===== config.mk =====
export PLATFORM = sky130hd
export DESIGN_NAME = remote_control_frame_decoder_top
export DESIGN_NICKNAME = d
export VERILOG_FILES = /design/src/rtl/rcfd_pkg.sv /design/src/rtl/rcfd_front.sv /design/src/rtl/rcfd_queue.sv /design/src/rtl/rcfd_back.sv /design/src/rtl/remote_control_frame_decoder_top.sv
export SDC_FILE = /design/constraint.sdc
export NUM_CORES = 1
export LEC_CHECK = 0
export BUFFER_PORTS_ARGS = -buffer_cell sky130_fd_sc_hd__buf_2
export CAP_MARGIN = 20
export CORE_MARGIN = 4
export CORE_UTILIZATION = 48
export CTS_BUF_LIST = sky130_fd_sc_hd__clkbuf_4 sky130_fd_sc_hd__clkbuf_8 sky130_fd_sc_hd__clkbuf_16
export CTS_CLUSTER_DIAMETER = 40
export DETAILED_ROUTE_END_ITERATION = 8
export GPL_TIMING_DRIVEN = 0
export PLACE_DENSITY = 0.65
export SYNTH_ARGS = -nofsm -noshare
export SYNTH_HDL_FRONTEND = slang
export SYNTH_SLANG_ARGS = --single-unit

===== constraint.sdc =====
create_clock -name clk_i -period 10.75 [get_ports clk_i]
set_input_delay 2.15 -clock clk_i [delete_from_list [all_inputs] [get_ports clk_i]]
set_output_delay 2.15 -clock clk_i [all_outputs]
set_load 0.01 [all_outputs]

===== src/rtl/rcfd_pkg.sv =====
// Package for the remote control frame decoder.
// Holds frame types, register codes, reset values and the channel shaping function.
// No dependencies.
`timescale 1ns / 1ps
`default_nettype none

package rcfd_pkg;

  // Frame geometry.
  localparam int unsigned FRAME_BYTES = 18;
  localparam int unsigned CNT_W       = 5;

  // Input item codes.
  localparam logic MODE_DATA = 1'b0;
  localparam logic MODE_IDLE = 1'b1;

  // Configuration register indexes.
  localparam int unsigned CFG_IDX_W         = 2;
  localparam int unsigned CFG_DATA_W        = 11;
  localparam logic [CFG_IDX_W-1:0] CFG_CENTER_OFFSET = 2'd0;
  localparam logic [CFG_IDX_W-1:0] CFG_DEAD_ZONE     = 2'd1;
  localparam logic [CFG_IDX_W-1:0] CFG_CHANNEL_LIMIT = 2'd2;

  // Configuration reset values.
  localparam logic [10:0] CENTER_OFFSET_RST = 11'd1024;
  localparam logic [9:0]  DEAD_ZONE_RST     = 10'd15;
  localparam logic [9:0]  CHANNEL_LIMIT_RST = 10'd660;

  // Frame queue geometry.
  localparam int unsigned QUEUE_DEPTH = 2;
  localparam int unsigned QPTR_W      = 1;
  localparam int unsigned QCNT_W      = 2;

  // One complete raw frame, byte 0 in the lowest slot.
  typedef logic [FRAME_BYTES-1:0][7:0] frame_t;

  // Live configuration handed to the decode stage.
  typedef struct packed {
    logic [10:0] center_offset;
    logic [9:0]  dead_zone;
    logic [9:0]  channel_limit;
  } cfg_t;

  // Queue status seen by the front and the back.
  typedef struct packed {
    logic full;
    logic empty;
  } queue_status_t;

  // Front status for checking.
  typedef struct packed {
    logic [CNT_W-1:0] byte_count;
  } front_status_t;

  // Center a raw channel, force small magnitudes to zero, then clamp.
  function automatic logic signed [10:0] shape_channel(
    input logic [10:0] raw,
    input cfg_t        cfg
  );
    logic signed [11:0] v;
    logic signed [11:0] lim;
    logic [10:0]        mag;
    v   = $signed({1'b0, raw}) - $signed({1'b0, cfg.center_offset});
    mag = v[11] ? 11'(-v) : v[10:0];
    lim = $signed({2'b00, cfg.channel_limit});
    if (mag < {1'b0, cfg.dead_zone}) begin
      v = '0;
    end
    if (v > lim) begin
      v = lim;
    end
    if (v < -lim) begin
      v = -lim;
    end
    return v[10:0];
  endfunction

endpackage

`default_nettype wire


===== src/rtl/rcfd_front.sv =====
// Front end of the frame decoder: byte capture, byte counting and frame hand-off.
// Depends on rcfd_pkg.
`timescale 1ns / 1ps
`default_nettype none

module rcfd_front import rcfd_pkg::*; (
  input  wire logic          clk_i,
  input  wire logic          rst_ni,
  input  wire logic          in_valid_i,
  output logic               in_ready_o,
  input  wire logic          mode_i,
  input  wire logic [7:0]    rx_byte_i,
  input  wire queue_status_t q_status_i,
  output logic               push_o,
  output frame_t             frame_o,
  output front_status_t      status_o
);

  logic [CNT_W-1:0] byte_count_q, byte_count_d;
  frame_t           frame_q;
  logic             accept;
  logic             full;

  // Take a request whenever the queue has room for a finished frame.
  assign in_ready_o = !q_status_i.full;
  assign accept     = in_valid_i && in_ready_o;
  assign full       = (byte_count_q == CNT_W'(FRAME_BYTES));

  // An idle event after exactly one frame of bytes hands the frame on.
  assign push_o   = accept && (mode_i == MODE_IDLE) && full;
  assign frame_o  = frame_q;
  assign status_o = '{byte_count: byte_count_q};

  // Byte counter saturates one past the frame size so long frames drop.
  always_comb begin
    byte_count_d = byte_count_q;
    if (accept) begin
      if (mode_i == MODE_IDLE) begin
        byte_count_d = '0;
      end else if (byte_count_q < CNT_W'(FRAME_BYTES)) begin
        byte_count_d = byte_count_q + CNT_W'(1);
      end else if (full) begin
        byte_count_d = CNT_W'(FRAME_BYTES + 1);
      end
    end
  end

  always_ff @(posedge clk_i or negedge rst_ni) begin
    if (!rst_ni) begin
      byte_count_q <= '0;
    end else begin
      byte_count_q <= byte_count_d;
    end
  end

  // Frame store: each data byte lands at the current count.
  always_ff @(posedge clk_i) begin
    if (accept && (mode_i == MODE_DATA) && (byte_count_q < CNT_W'(FRAME_BYTES))) begin
      frame_q[byte_count_q] <= rx_byte_i;
    end
  end

endmodule

`default_nettype wire


===== src/rtl/rcfd_queue.sv =====
// Two-entry queue of complete raw frames between the front and the decode stage.
// Depends on rcfd_pkg.
`timescale 1ns / 1ps
`default_nettype none

module rcfd_queue import rcfd_pkg::*; (
  input  wire logic   clk_i,
  input  wire logic   rst_ni,
  input  wire logic   push_i,
  input  wire frame_t frame_i,
  input  wire logic   pop_i,
  output frame_t      frame_o,
  output queue_status_t status_o
);

  frame_t            entry_q [QUEUE_DEPTH];
  logic [QPTR_W-1:0] wr_ptr_q, wr_ptr_d;
  logic [QPTR_W-1:0] rd_ptr_q, rd_ptr_d;
  logic [QCNT_W-1:0] count_q, count_d;
  logic              do_push;
  logic              do_pop;

  assign status_o.full  = (count_q == QCNT_W'(QUEUE_DEPTH));
  assign status_o.empty = (count_q == '0);
  assign do_push        = push_i && !status_o.full;
  assign do_pop         = pop_i && !status_o.empty;
  assign frame_o        = entry_q[rd_ptr_q];

  // Pointer and occupancy update.
  always_comb begin
    wr_ptr_d = wr_ptr_q;
    rd_ptr_d = rd_ptr_q;
    count_d  = count_q;
    if (do_push) begin
      wr_ptr_d = (wr_ptr_q == QPTR_W'(QUEUE_DEPTH - 1)) ? '0 : wr_ptr_q + QPTR_W'(1);
    end
    if (do_pop) begin
      rd_ptr_d = (rd_ptr_q == QPTR_W'(QUEUE_DEPTH - 1)) ? '0 : rd_ptr_q + QPTR_W'(1);
    end
    if (do_push && !do_pop) begin
      count_d = count_q + QCNT_W'(1);
    end else if (do_pop && !do_push) begin
      count_d = count_q - QCNT_W'(1);
    end
  end

  always_ff @(posedge clk_i or negedge rst_ni) begin
    if (!rst_ni) begin
      wr_ptr_q <= '0;
      rd_ptr_q <= '0;
      count_q  <= '0;
    end else begin
      wr_ptr_q <= wr_ptr_d;
      rd_ptr_q <= rd_ptr_d;
      count_q  <= count_d;
    end
  end

  // Entry storage.
  always_ff @(posedge clk_i) begin
    if (do_push) begin
      entry_q[wr_ptr_q] <= frame_i;
    end
  end

endmodule

`default_nettype wire


===== src/rtl/rcfd_back.sv =====
// Decode stage: unpacks a raw frame, shapes the stick channels, holds the result.
// Depends on rcfd_pkg.
`timescale 1ns / 1ps
`default_nettype none

module rcfd_back import rcfd_pkg::*; (
  input  wire logic          clk_i,
  input  wire logic          rst_ni,
  input  wire cfg_t          cfg_i,
  input  wire frame_t        frame_i,
  input  wire queue_status_t q_status_i,
  output logic               pop_o,
  output logic               out_valid_o,
  input  wire logic          out_ready_i,
  output logic signed [10:0] stick_right_x_o,
  output logic signed [10:0] stick_right_y_o,
  output logic signed [10:0] stick_left_x_o,
  output logic signed [10:0] stick_left_y_o,
  output logic [3:0]         switches_o,
  output logic signed [15:0] mouse_x_o,
  output logic signed [15:0] mouse_y_o,
  output logic signed [15:0] mouse_z_o,
  output logic [7:0]         mouse_left_o,
  output logic [7:0]         mouse_right_o,
  output logic [15:0]        key_bits_o,
  output logic [15:0]        wheel_value_o
);

  logic        out_valid_q, out_valid_d;
  logic [10:0] ch0, ch1, ch2, ch3;

  // Load a new frame when the result register is empty or being taken.
  assign pop_o = !q_status_i.empty && (!out_valid_q || out_ready_i);

  // Stick channels are packed 11 bits each, little endian, from byte 0.
  assign ch0 = {frame_i[1][2:0], frame_i[0]};
  assign ch1 = {frame_i[2][5:0], frame_i[1][7:3]};
  assign ch2 = {frame_i[4][0], frame_i[3], frame_i[2][7:6]};
  assign ch3 = {frame_i[5][3:0], frame_i[4][7:1]};

  always_comb begin
    out_valid_d = out_valid_q;
    if (pop_o) begin
      out_valid_d = 1'b1;
    end else if (out_ready_i) begin
      out_valid_d = 1'b0;
    end
  end

  always_ff @(posedge clk_i or negedge rst_ni) begin
    if (!rst_ni) begin
      out_valid_q <= 1'b0;
    end else begin
      out_valid_q <= out_valid_d;
    end
  end

  // Result register.
  always_ff @(posedge clk_i) begin
    if (pop_o) begin
      stick_right_x_o <= shape_channel(ch0, cfg_i);
      stick_right_y_o <= shape_channel(ch1, cfg_i);
      stick_left_x_o  <= shape_channel(ch2, cfg_i);
      stick_left_y_o  <= shape_channel(ch3, cfg_i);
      switches_o      <= frame_i[5][7:4];
      mouse_x_o       <= {frame_i[7], frame_i[6]};
      mouse_y_o       <= {frame_i[9], frame_i[8]};
      mouse_z_o       <= {frame_i[11], frame_i[10]};
      mouse_left_o    <= frame_i[12];
      mouse_right_o   <= frame_i[13];
      key_bits_o      <= {frame_i[15], frame_i[14]};
      wheel_value_o   <= {frame_i[17], frame_i[16]};
    end
  end

  assign out_valid_o = out_valid_q;

endmodule

`default_nettype wire


===== src/rtl/remote_control_frame_decoder_top.sv =====
// Remote control frame decoder top level: config registers, front, queue, decode stage.
// A frame-ending idle request queues its frame; the decode stage then registers the result.
// Throughput is one request per cycle while the queue has room, set by the capture front end.
// The two-entry frame queue lets the front keep taking bytes while a result waits.
// Reset is asynchronous, active low: byte count and queue clear, registers reload defaults.
// Depends on rcfd_pkg, rcfd_front, rcfd_queue and rcfd_back.
`timescale 1ns / 1ps
`default_nettype none

module remote_control_frame_decoder_top import rcfd_pkg::*; (
  input  wire logic                  clk_i,
  input  wire logic                  rst_ni,
  input  wire logic                  cfg_we_i,
  input  wire logic [CFG_IDX_W-1:0]  cfg_index_i,
  input  wire logic [CFG_DATA_W-1:0] cfg_wdata_i,
  input  wire logic                  in_valid_i,
  output logic                       in_ready_o,
  input  wire logic                  mode_i,
  input  wire logic [7:0]            rx_byte_i,
  output logic                       out_valid_o,
  input  wire logic                  out_ready_i,
  output logic signed [10:0]         stick_right_x_o,
  output logic signed [10:0]         stick_right_y_o,
  output logic signed [10:0]         stick_left_x_o,
  output logic signed [10:0]         stick_left_y_o,
  output logic [3:0]                 switches_o,
  output logic signed [15:0]         mouse_x_o,
  output logic signed [15:0]         mouse_y_o,
  output logic signed [15:0]         mouse_z_o,
  output logic [7:0]                 mouse_left_o,
  output logic [7:0]                 mouse_right_o,
  output logic [15:0]                key_bits_o,
  output logic [15:0]                wheel_value_o
);

  cfg_t          cfg_q, cfg_d;
  queue_status_t q_status;
  front_status_t front_status;
  frame_t        push_frame;
  frame_t        pop_frame;
  logic          push;
  logic          pop;

  // Configuration writes; unknown indexes are ignored.
  always_comb begin
    cfg_d = cfg_q;
    if (cfg_we_i) begin
      unique case (cfg_index_i)
        CFG_CENTER_OFFSET: cfg_d.center_offset = cfg_wdata_i;
        CFG_DEAD_ZONE:     cfg_d.dead_zone     = cfg_wdata_i[9:0];
        CFG_CHANNEL_LIMIT: cfg_d.channel_limit = cfg_wdata_i[9:0];
        default:           cfg_d = cfg_q;
      endcase
    end
  end

  always_ff @(posedge clk_i or negedge rst_ni) begin
    if (!rst_ni) begin
      cfg_q <= '{center_offset: CENTER_OFFSET_RST,
                 dead_zone:     DEAD_ZONE_RST,
                 channel_limit: CHANNEL_LIMIT_RST};
    end else begin
      cfg_q <= cfg_d;
    end
  end

  // Byte capture and frame hand-off.
  rcfd_front u_front (
    .clk_i      (clk_i),
    .rst_ni     (rst_ni),
    .in_valid_i (in_valid_i),
    .in_ready_o (in_ready_o),
    .mode_i     (mode_i),
    .rx_byte_i  (rx_byte_i),
    .q_status_i (q_status),
    .push_o     (push),
    .frame_o    (push_frame),
    .status_o   (front_status)
  );

  // Queue of complete frames.
  rcfd_queue u_queue (
    .clk_i    (clk_i),
    .rst_ni   (rst_ni),
    .push_i   (push),
    .frame_i  (push_frame),
    .pop_i    (pop),
    .frame_o  (pop_frame),
    .status_o (q_status)
  );

  // Decode and result register.
  rcfd_back u_back (
    .clk_i           (clk_i),
    .rst_ni          (rst_ni),
    .cfg_i           (cfg_q),
    .frame_i         (pop_frame),
    .q_status_i      (q_status),
    .pop_o           (pop),
    .out_valid_o     (out_valid_o),
    .out_ready_i     (out_ready_i),
    .stick_right_x_o (stick_right_x_o),
    .stick_right_y_o (stick_right_y_o),
    .stick_left_x_o  (stick_left_x_o),
    .stick_left_y_o  (stick_left_y_o),
    .switches_o      (switches_o),
    .mouse_x_o       (mouse_x_o),
    .mouse_y_o       (mouse_y_o),
    .mouse_z_o       (mouse_z_o),
    .mouse_left_o    (mouse_left_o),
    .mouse_right_o   (mouse_right_o),
    .key_bits_o      (key_bits_o),
    .wheel_value_o   (wheel_value_o)
  );

  // A finished frame is never pushed into a full queue.
  assert property (@(posedge clk_i) disable iff (!rst_ni) !(push && q_status.full))
    else $error("frame pushed into full queue");

  // The decode stage never loads from an empty queue.
  assert property (@(posedge clk_i) disable iff (!rst_ni) !(pop && q_status.empty))
    else $error("frame popped from empty queue");

  // The byte count saturates one past the frame size.
  assert property (@(posedge clk_i) disable iff (!rst_ni)
    front_status.byte_count <= CNT_W'(FRAME_BYTES + 1))
    else $error("byte count out of range");

  // A push with nothing leaving leaves the queue non-empty.
  assert property (@(posedge clk_i) disable iff (!rst_ni)
    (push && !pop) |=> !q_status.empty)
    else $error("pushed frame lost");

endmodule

`default_nettype wire


==> impl_results.md, run 1 <==
- End of the critical path: u_back.stick_right_y_o[4]$_DFFE_PP_
- Die Area: roughly 64,000 sq um
- Reg2reg end: u_back.stick_right_y_o[4]$_DFFE_PP_
- Flops & latches, synth: between 600 and 700
- Largest net degree at the start of global routing: 90
- RD Place Congestion: between 0.9 and 1
- R2R Setup Slk: ~640 ps
- Clk sink count: 617
- Outcome: finished clean
- Cell Area, Synth: 28,700 sq um
- Maximum clock rate: 0.09892 GHz
- Mapped Cells: between 2,000 and 2,500
- Critical path class: reg2reg
- Slowest cell delay on critical path: 490 ps
- Worst Tran Pin Value: 1008 ps
- WP data arrival: 10,470 ps
- Die height: about 250 microns
- CP Data Required Time: around 11,000 ps
- Detailed router's first-iteration violation count: about 1,400
- Crit path launch: u_queue.rd_ptr_q$_DFFE_PN0P_
- Fillers: 4,630
- Ys Warns: 0
- Register area: about 18,000 sq um
- Worst-path clk slew: around 60 ps
- Reg2reg start: u_queue.rd_ptr_q$_DFFE_PN0P_
- Max-cap viol count: 0
- Starting Density: between 40% and 50%
- H-tree Lvls: 3
- Pre-antenna DRT Iters: 5
- Number of global-route vias before repair: roughly 18,000
- Worst-skew pair later-pin latency: around 620 ps
- Max_slew headroom: 32.32%
- Multi-input logic area: 9898 sq um
- DRT Wirelength: approximately 67,000 microns
- Fin nets: roughly 2,500
- Most frequent cells in the layout: 576 x edfxtp_1, 178 x buf_2, 174 x ha_1
- Post-synth EDFFs: between 500 and 600
- Final Cycle Share: approximately 94%
- Avg Synthesized Cell Area: ~14 sq um
- Sequential area share after synthesis: a little under two thirds
- Via density per instance: around 5.6
- Ports: roughly 170
- Worst Setup End Kind: flip-flop
- Endpoints failing hold: 0
- CTS tree: built
- Commonest non-fill, non-tap cell in the layout: edfxtp_1
- Root Driver: clkbuf_16
- Core area: around 59,000 sq um
- DRC: 0
- Post-route minimum period: approximately 10,000 ps
- Post-placement cell count: 2,957
- Share of cells above drive strength 1: about a quarter
- GRT overflow: 0
- DIE WIDTH: 252.5 microns
- Largest fanout on the critical path: 10
- Routed Antenna Nets: 0
- IO buf count: roughly 170
- Worst setup SP type: flip-flop
- CTS Buffer Depth: 3
- FP Rows: slightly below 90
- Hold buffer count at CTS: 0
- GRT Overall Usage: between 20% and 30%
- Vias: approximately 17,000
- FF-to-FF path depth: 44
- Hold path depth: 0
- Most used DFF post-synth: edfxtp_1
- Max-slew violations: 0
- First-pass GRT wire length: between 100,000 and 150,000 microns
- Mapped Nets: approximately 2,200
- Endpoints failing setup: 0
- Clock Skew: roughly 17 ps
- Average wire per standard cell: about 21 microns
- Ys async rst share: under 10%
- Critical path's slowest cell: dfrtp_4
- Detailed placer's ending HPWL: roughly 47,000 microns
- Antenna violations before repair: 3
- Non-Filler Instances: slightly above 3,000
- Hold crit path type: reg2reg
- Clock buffer count from CTS: 80
- Count of cell types in the netlist: 90
- P&R area growth vs syn: 17.55%
==> cells by family after synthesis <==
group           Yosys count  synth area share (%)
fa+ha+maj               178                 7.865
simple gates            409                 7.041
xor+xnor                 75                 2.315
compound gates          359                 8.511
buf+inv                 147                 1.992
mux                     216                 8.389
flops                   617                 63.89
==> how the worst min path moves through the flow <==
stage / endpoint / from / slack, ps
6_report: u_queue.entry_q[0][65]$_DFFE_PP_ / u_front.frame_o[65]$_DFFE_PP_ / 440
5_1_grt: u_queue.entry_q[0][102]$_DFFE_PP_ / u_front.frame_o[102]$_DFFE_PP_ / 430
4_1_cts: u_queue.entry_q[0][102]$_DFFE_PP_ / u_front.frame_o[102]$_DFFE_PP_ / 430
3_5_place_dp: u_queue.entry_q[0][65]$_DFFE_PP_ / u_front.frame_o[65]$_DFFE_PP_ / 430
3_3_place_gp: u_queue.entry_q[0][26]$_DFFE_PP_ / u_front.frame_o[26]$_DFFE_PP_ / 420
2_1_floorplan: u_queue.entry_q[0][0]$_DFFE_PP_ / u_front.frame_o[0]$_DFFE_PP_ / 420
==> per-stage QoR <==
step,TNS [ps],hold slack [ps],instance area [sq um],util [%],worst slack (ps)
after global routing,-46.44,431.9,33730,57.04,-17.06
after detailed placement,-41520,429.0,30770,52.04,-1780
after floorplan,0,421.5,28700,-,795.9
after CTS,0,430.9,33600,56.83,47.96
final,0,436.7,33730,57.05,640.7
after global placement,-561780,421.6,30530,51.62,-3674
==> cell usage after synthesis (all sizes together), types with 17 or more instances <==
cell type,n,area share (%)
edfxtp,576,60
mux2,178,7.1
ha,174,7.6
nor2,129,1.7
nand2,96,1.3
inv,93,1.2
a21oi,89,1.6
o21ai,69,1.2
xnor2,56,1.7
clkbuf,42,0.55
mux2i,38,1.3
nor3,37,0.66
dfrtp,32,2.8
a21o,30,0.78
nor2b,23,0.50
o21a,21,0.55
nand3,19,0.33
xor2,19,0.61
a211oi,17,0.52
==> area by class of cell <==
| cell class | instances | share of cell area [%] |
|---|---|---|
| Multi-Input combinational cell | 1237 | 29.34 |
| Tap cell | 773 | 2.867 |
| Sequential cell | 617 | 54.36 |
| Inverter | 93 | 1.050 |
| Clock buffer | 90 | 6.227 |
| Antenna cell | 2 | 0.01484 |
| Buffer | 49 | 0.6639 |
| Clock inverter | 58 | 2.081 |
| Timing Repair Buffer | 190 | 3.397 |
==> critical path, delay by kind of cell, from the launching register on <==
| family | cells | cell delay, ps |
|---|---|---|
| simple gates | 10 | 1680 |
| mux | 1 | 300 |
| buf+inv | 8 | 1600 |
| xor+xnor | 2 | 350 |
| fa+ha+maj | 5 | 1540 |
| flops | 1 | 490 |
| compound gates | 18 | 3880 |
==> layer usage <==
layer	vias up	share of wire (%)	track usage [%]
li1	8223	-	-
met1	8560	42	26.97
met2	540	48	34.40
met3	148	6.9	4.867
met4	4	3.3	7.765
met5	-	0.040	0
==> what timing repair did <==
item                                    CTS  global route
setup buffers                             0             7
pin swaps                                 0             3
endpoints found under the setup margin   44            41
endpoints found under the hold margin     0             0
gates resized for setup                  12            28
==> registers in the layout, summed over array words and instances, names as in the netlist, 8 cells and up <==
signal	count
u_back.mouse_right_o	8
u_back.key_bits_o	16
u_back.mouse_y_o	16
u_back.mouse_x_o	16
u_back.stick_right_x_o	11
u_back.stick_left_x_o	11
u_back.mouse_left_o	8
u_front.frame_o	144
u_queue.entry_q	288
u_back.stick_right_y_o	11
u_back.stick_left_y_o	11
u_back.wheel_value_o	16
u_back.mouse_z_o	16
cfg_q	31
Power of run 1 is left out: the tool's default activity adds up to more than one toggle a clock period on the data nets, which glitch-free logic cannot reach.
==> run 2: changes to the inputs <==
--- a/config.mk
+++ b/config.mk
@@ -14,5 +14,5 @@
 export DETAILED_ROUTE_END_ITERATION = 8
 export GPL_TIMING_DRIVEN = 0
-export PLACE_DENSITY = 0.65
+export PLACE_DENSITY_LB_ADDON = 0.2
 export SYNTH_ARGS = -nofsm -noshare
 export SYNTH_HDL_FRONTEND = slang
==> constraint.sdc (replaced) <==
create_clock -name clk_i -period 10.75 [get_ports clk_i]
set_input_delay 2.15 -clock clk_i [delete_from_list [all_inputs] [get_ports clk_i]]
set_output_delay 2.15 -clock clk_i [all_outputs]
set_load 0.005 [all_outputs]
==> run 2 against run 1 <==
Final area is 0.46% higher. Non-clock buffer count is 5 higher. Sequential share of layout area is 0.25 points lower. First-iteration DRC count is 1.3% lower. Critical path depth is 1 higher. Sequential cell count stayed put. Setup slack worse by 70 ps. Count of clock-buffer cells in the layout is 1 lower. Die area stayed put. Routed wire length is 0.98% higher. Register-to-register slack worse by 70 ps.
==> impl_results.md, run 2 (synthesis results as in run 1) <==
- Starting Density: 48.53%
- Core area: slightly below 60,000 sq um
- CP Data Required Time: 11,130 ps
- First-pass GRT wire length: between 100,000 and 150,000 microns
- Worst-path clk slew: roughly 60 ps
- FP Rows: between 80 and 90
- RSZ-0062 raised after global routing: false
- Static Leak: between 10 and 15 nW
- H-tree Lvls: 3
- CTS Buffer Depth: 3
- Most frequent cells in the layout: 576 x edfxtp_1, 180 x buf_2, 174 x ha_1
- Average wire per standard cell: about 22 microns
- DIE WIDTH: about 250 microns
- Max_slew headroom: about 30%
- GRT overflow: 0
- Detailed placer's ending HPWL: between 40,000 and 50,000 microns
- Vias: roughly 18,000
- Share of cells above drive strength 1: between 20% and 30%
- Gr busiest metal: met2
- Ports: approximately 170
- Critical path's top delay family: compound AO/OA/AOI/OAI gates
- Final Cycle Share: 94.69%
- Endpoints failing setup: 0
- Clock Skew: approximately 37 ps
- Critical path class: reg2reg
- Buffers & Inverters on Critical Path: 9
- Fin nets: 2,480
- Commonest non-fill, non-tap cell in the layout: edfxtp_1
- Area after DPL: between 30,000 and 40,000 sq um
- DRT Wirelength: 67,410 microns
- Final WS setup: roughly 570 ps
- Die height: 252.5 microns
- Fillers: about 4,600
- P&R area growth vs syn: 18.09%
- Worst Setup End Kind: flip-flop
- Worst-skew pair later-pin latency: approximately 650 ps
- Overall power: around 12 mW
- Post-route minimum period: between 10,000 and 15,000 ps
- Slowest cell delay on critical path: 470 ps
- Met1 usage: between 20% and 30%
- RD Place Congestion: around 0.88
- Worst setup SP type: flip-flop
- Worst Tran Pin Value: ~1000 ps
- Pre-antenna DRT Iters: 7
- Routed Antenna Nets: 0
- Clk sink count: 617
- Largest net degree at the start of global routing: 88
- Max-cap viol count: 0
- CTS tree: built
- Maximum clock rate: approximately 0.1 GHz
- Clock buffer count from CTS: between 80 and 90
- Root Driver: clkbuf_16
- Number of global-route vias before repair: 17,910
- Hold buffer count at CTS: 0
- Largest fanout on the critical path: 10
- Outcome: finished clean
- Hold crit path type: reg2reg
- Detailed router's first-iteration violation count: around 1,300
- M3 GR Usage: approximately 4.6%
- Critical path's slowest cell: or4b_1
- DRC: 0
- Peak VDD IR: ~0.25 mV
- Antenna violations before repair: 2
- IO buf count: between 150 and 200
- WP data arrival: 10,560 ps
- Biggest register: u_queue.entry_q
- Power Dens Cells: between 300 and 400 nW/um^2
- GR Layer Usage met2: approximately 36%
- GRT Overall Usage: about a fifth
- Max-slew violations: 0
- Max reg flops: around 290
- Cell area after layout: between 30,000 and 40,000 sq um
- Die Area: 63,760 sq um
- Dpl ws: -1701 ps
- Via density per instance: 5.623
- R2R Setup Slk: ~570 ps
- Endpoints failing hold: 0
==> run 2: cell count changes in the layout (fill, tap and decap cells not counted), moves of 2 or more <==
cell / change
a21boi_1: -2
a21oi_2: +2
buf_2: +2
buf_4: +2
clkbuf_4: -3
clkbuf_8: +2
clkinv_16: +2
clkinv_2: -3
clkinv_8: +2
clkinvlp_4: +6
inv_6: +2
inv_8: -5
==> run 2: routing by layer <==
metal / vias up / part of all wire [%]
li1: 8225 / -
met1: 8632 / 42
met2: 537 / 49
met3: 126 / 6.5
met4: 2 / 2.9
met5: - / 0.021
==> run 2: path summary, 6_finish.rpt <==
check,startpoint,end,cells after the start
min in group asynchronous,rst_ni,cfg_q[3]$_DFFE_PN0P_,1
min,u_front.frame_o[141]$_DFFE_PP_,u_queue.entry_q[1][141]$_DFFE_PP_,0
max,u_queue.rd_ptr_q$_DFFE_PN0P_,u_back.stick_right_y_o[4]$_DFFE_PP_,45
min reg2reg,u_front.frame_o[141]$_DFFE_PP_,u_queue.entry_q[1][141]$_DFFE_PP_,0
max reg2reg,u_queue.rd_ptr_q$_DFFE_PN0P_,u_back.stick_right_y_o[4]$_DFFE_PP_,45
max in group asynchronous,rst_ni,cfg_q[30]$_DFFE_PN1P_,2
==> run 2: where the power goes <==
| group | switching, mW | total [mW] | internal, mW |
|---|---|---|---|
| clock | 1.10 | 2.75 | 1.64 |
| sequential | 0.105 | 3.23 | 3.12 |
| combinational | 3.76 | 6.45 | 2.69 |
| total | 4.97 | 12.4 | 7.46 |
==> run 2: stage by stage <==
| stage | setup TNS, ps | hold slack (ps) | instances | util (%) |
|---|---|---|---|---|
| 2_1_floorplan | 0 | 421.5 | 2001 | - |
| 3_3_place_gp | -561970 | 421.6 | 2946 | 51.62 |
| 3_5_place_dp | -40350 | 429.0 | 2958 | 52.09 |
| 4_1_cts | 0 | 426.7 | 3108 | 57.06 |
| 5_1_grt | 0 | 446.4 | 3114 | 57.30 |
| 6_report | 0 | 434.8 | 3116 | 57.31 |
==> run 2: layout make-up <==
type	count	area [sq um]	share of cell area (%)
Antenna cell	2	5.005	0.01477
Buffer	50	232.7	0.6867
Clock buffer	89	2123	6.265
Clock inverter	61	750.7	2.215
Inverter	93	354.1	1.045
Multi-Input combinational cell	1237	9912	29.25
Sequential cell	617	18340	54.10
Tap cell	773	967.2	2.854
Timing Repair Buffer	194	1209	3.567
==> run 2: worst register-to-register path, delay by kind of cell (launching register included) <==
kind	cells	cell delay (ps)
DFF	1	400
AOI/OAI and AO/OA	18	3880
and+or+nand+nor	10	1670
muxes	1	290
adders and majority gates	5	1550
xor gates and xnor gates	2	320
buffers and inverters	9	1810
==> run 2: repair_timing <==
action,in CTS,in global routing
endpoints found under the setup margin,44,43
pin swaps,1,4
hold endpoints to repair,0,0
buffers inserted,1,8
resized for setup,19,25
Power figures use the tool's default switching activity.
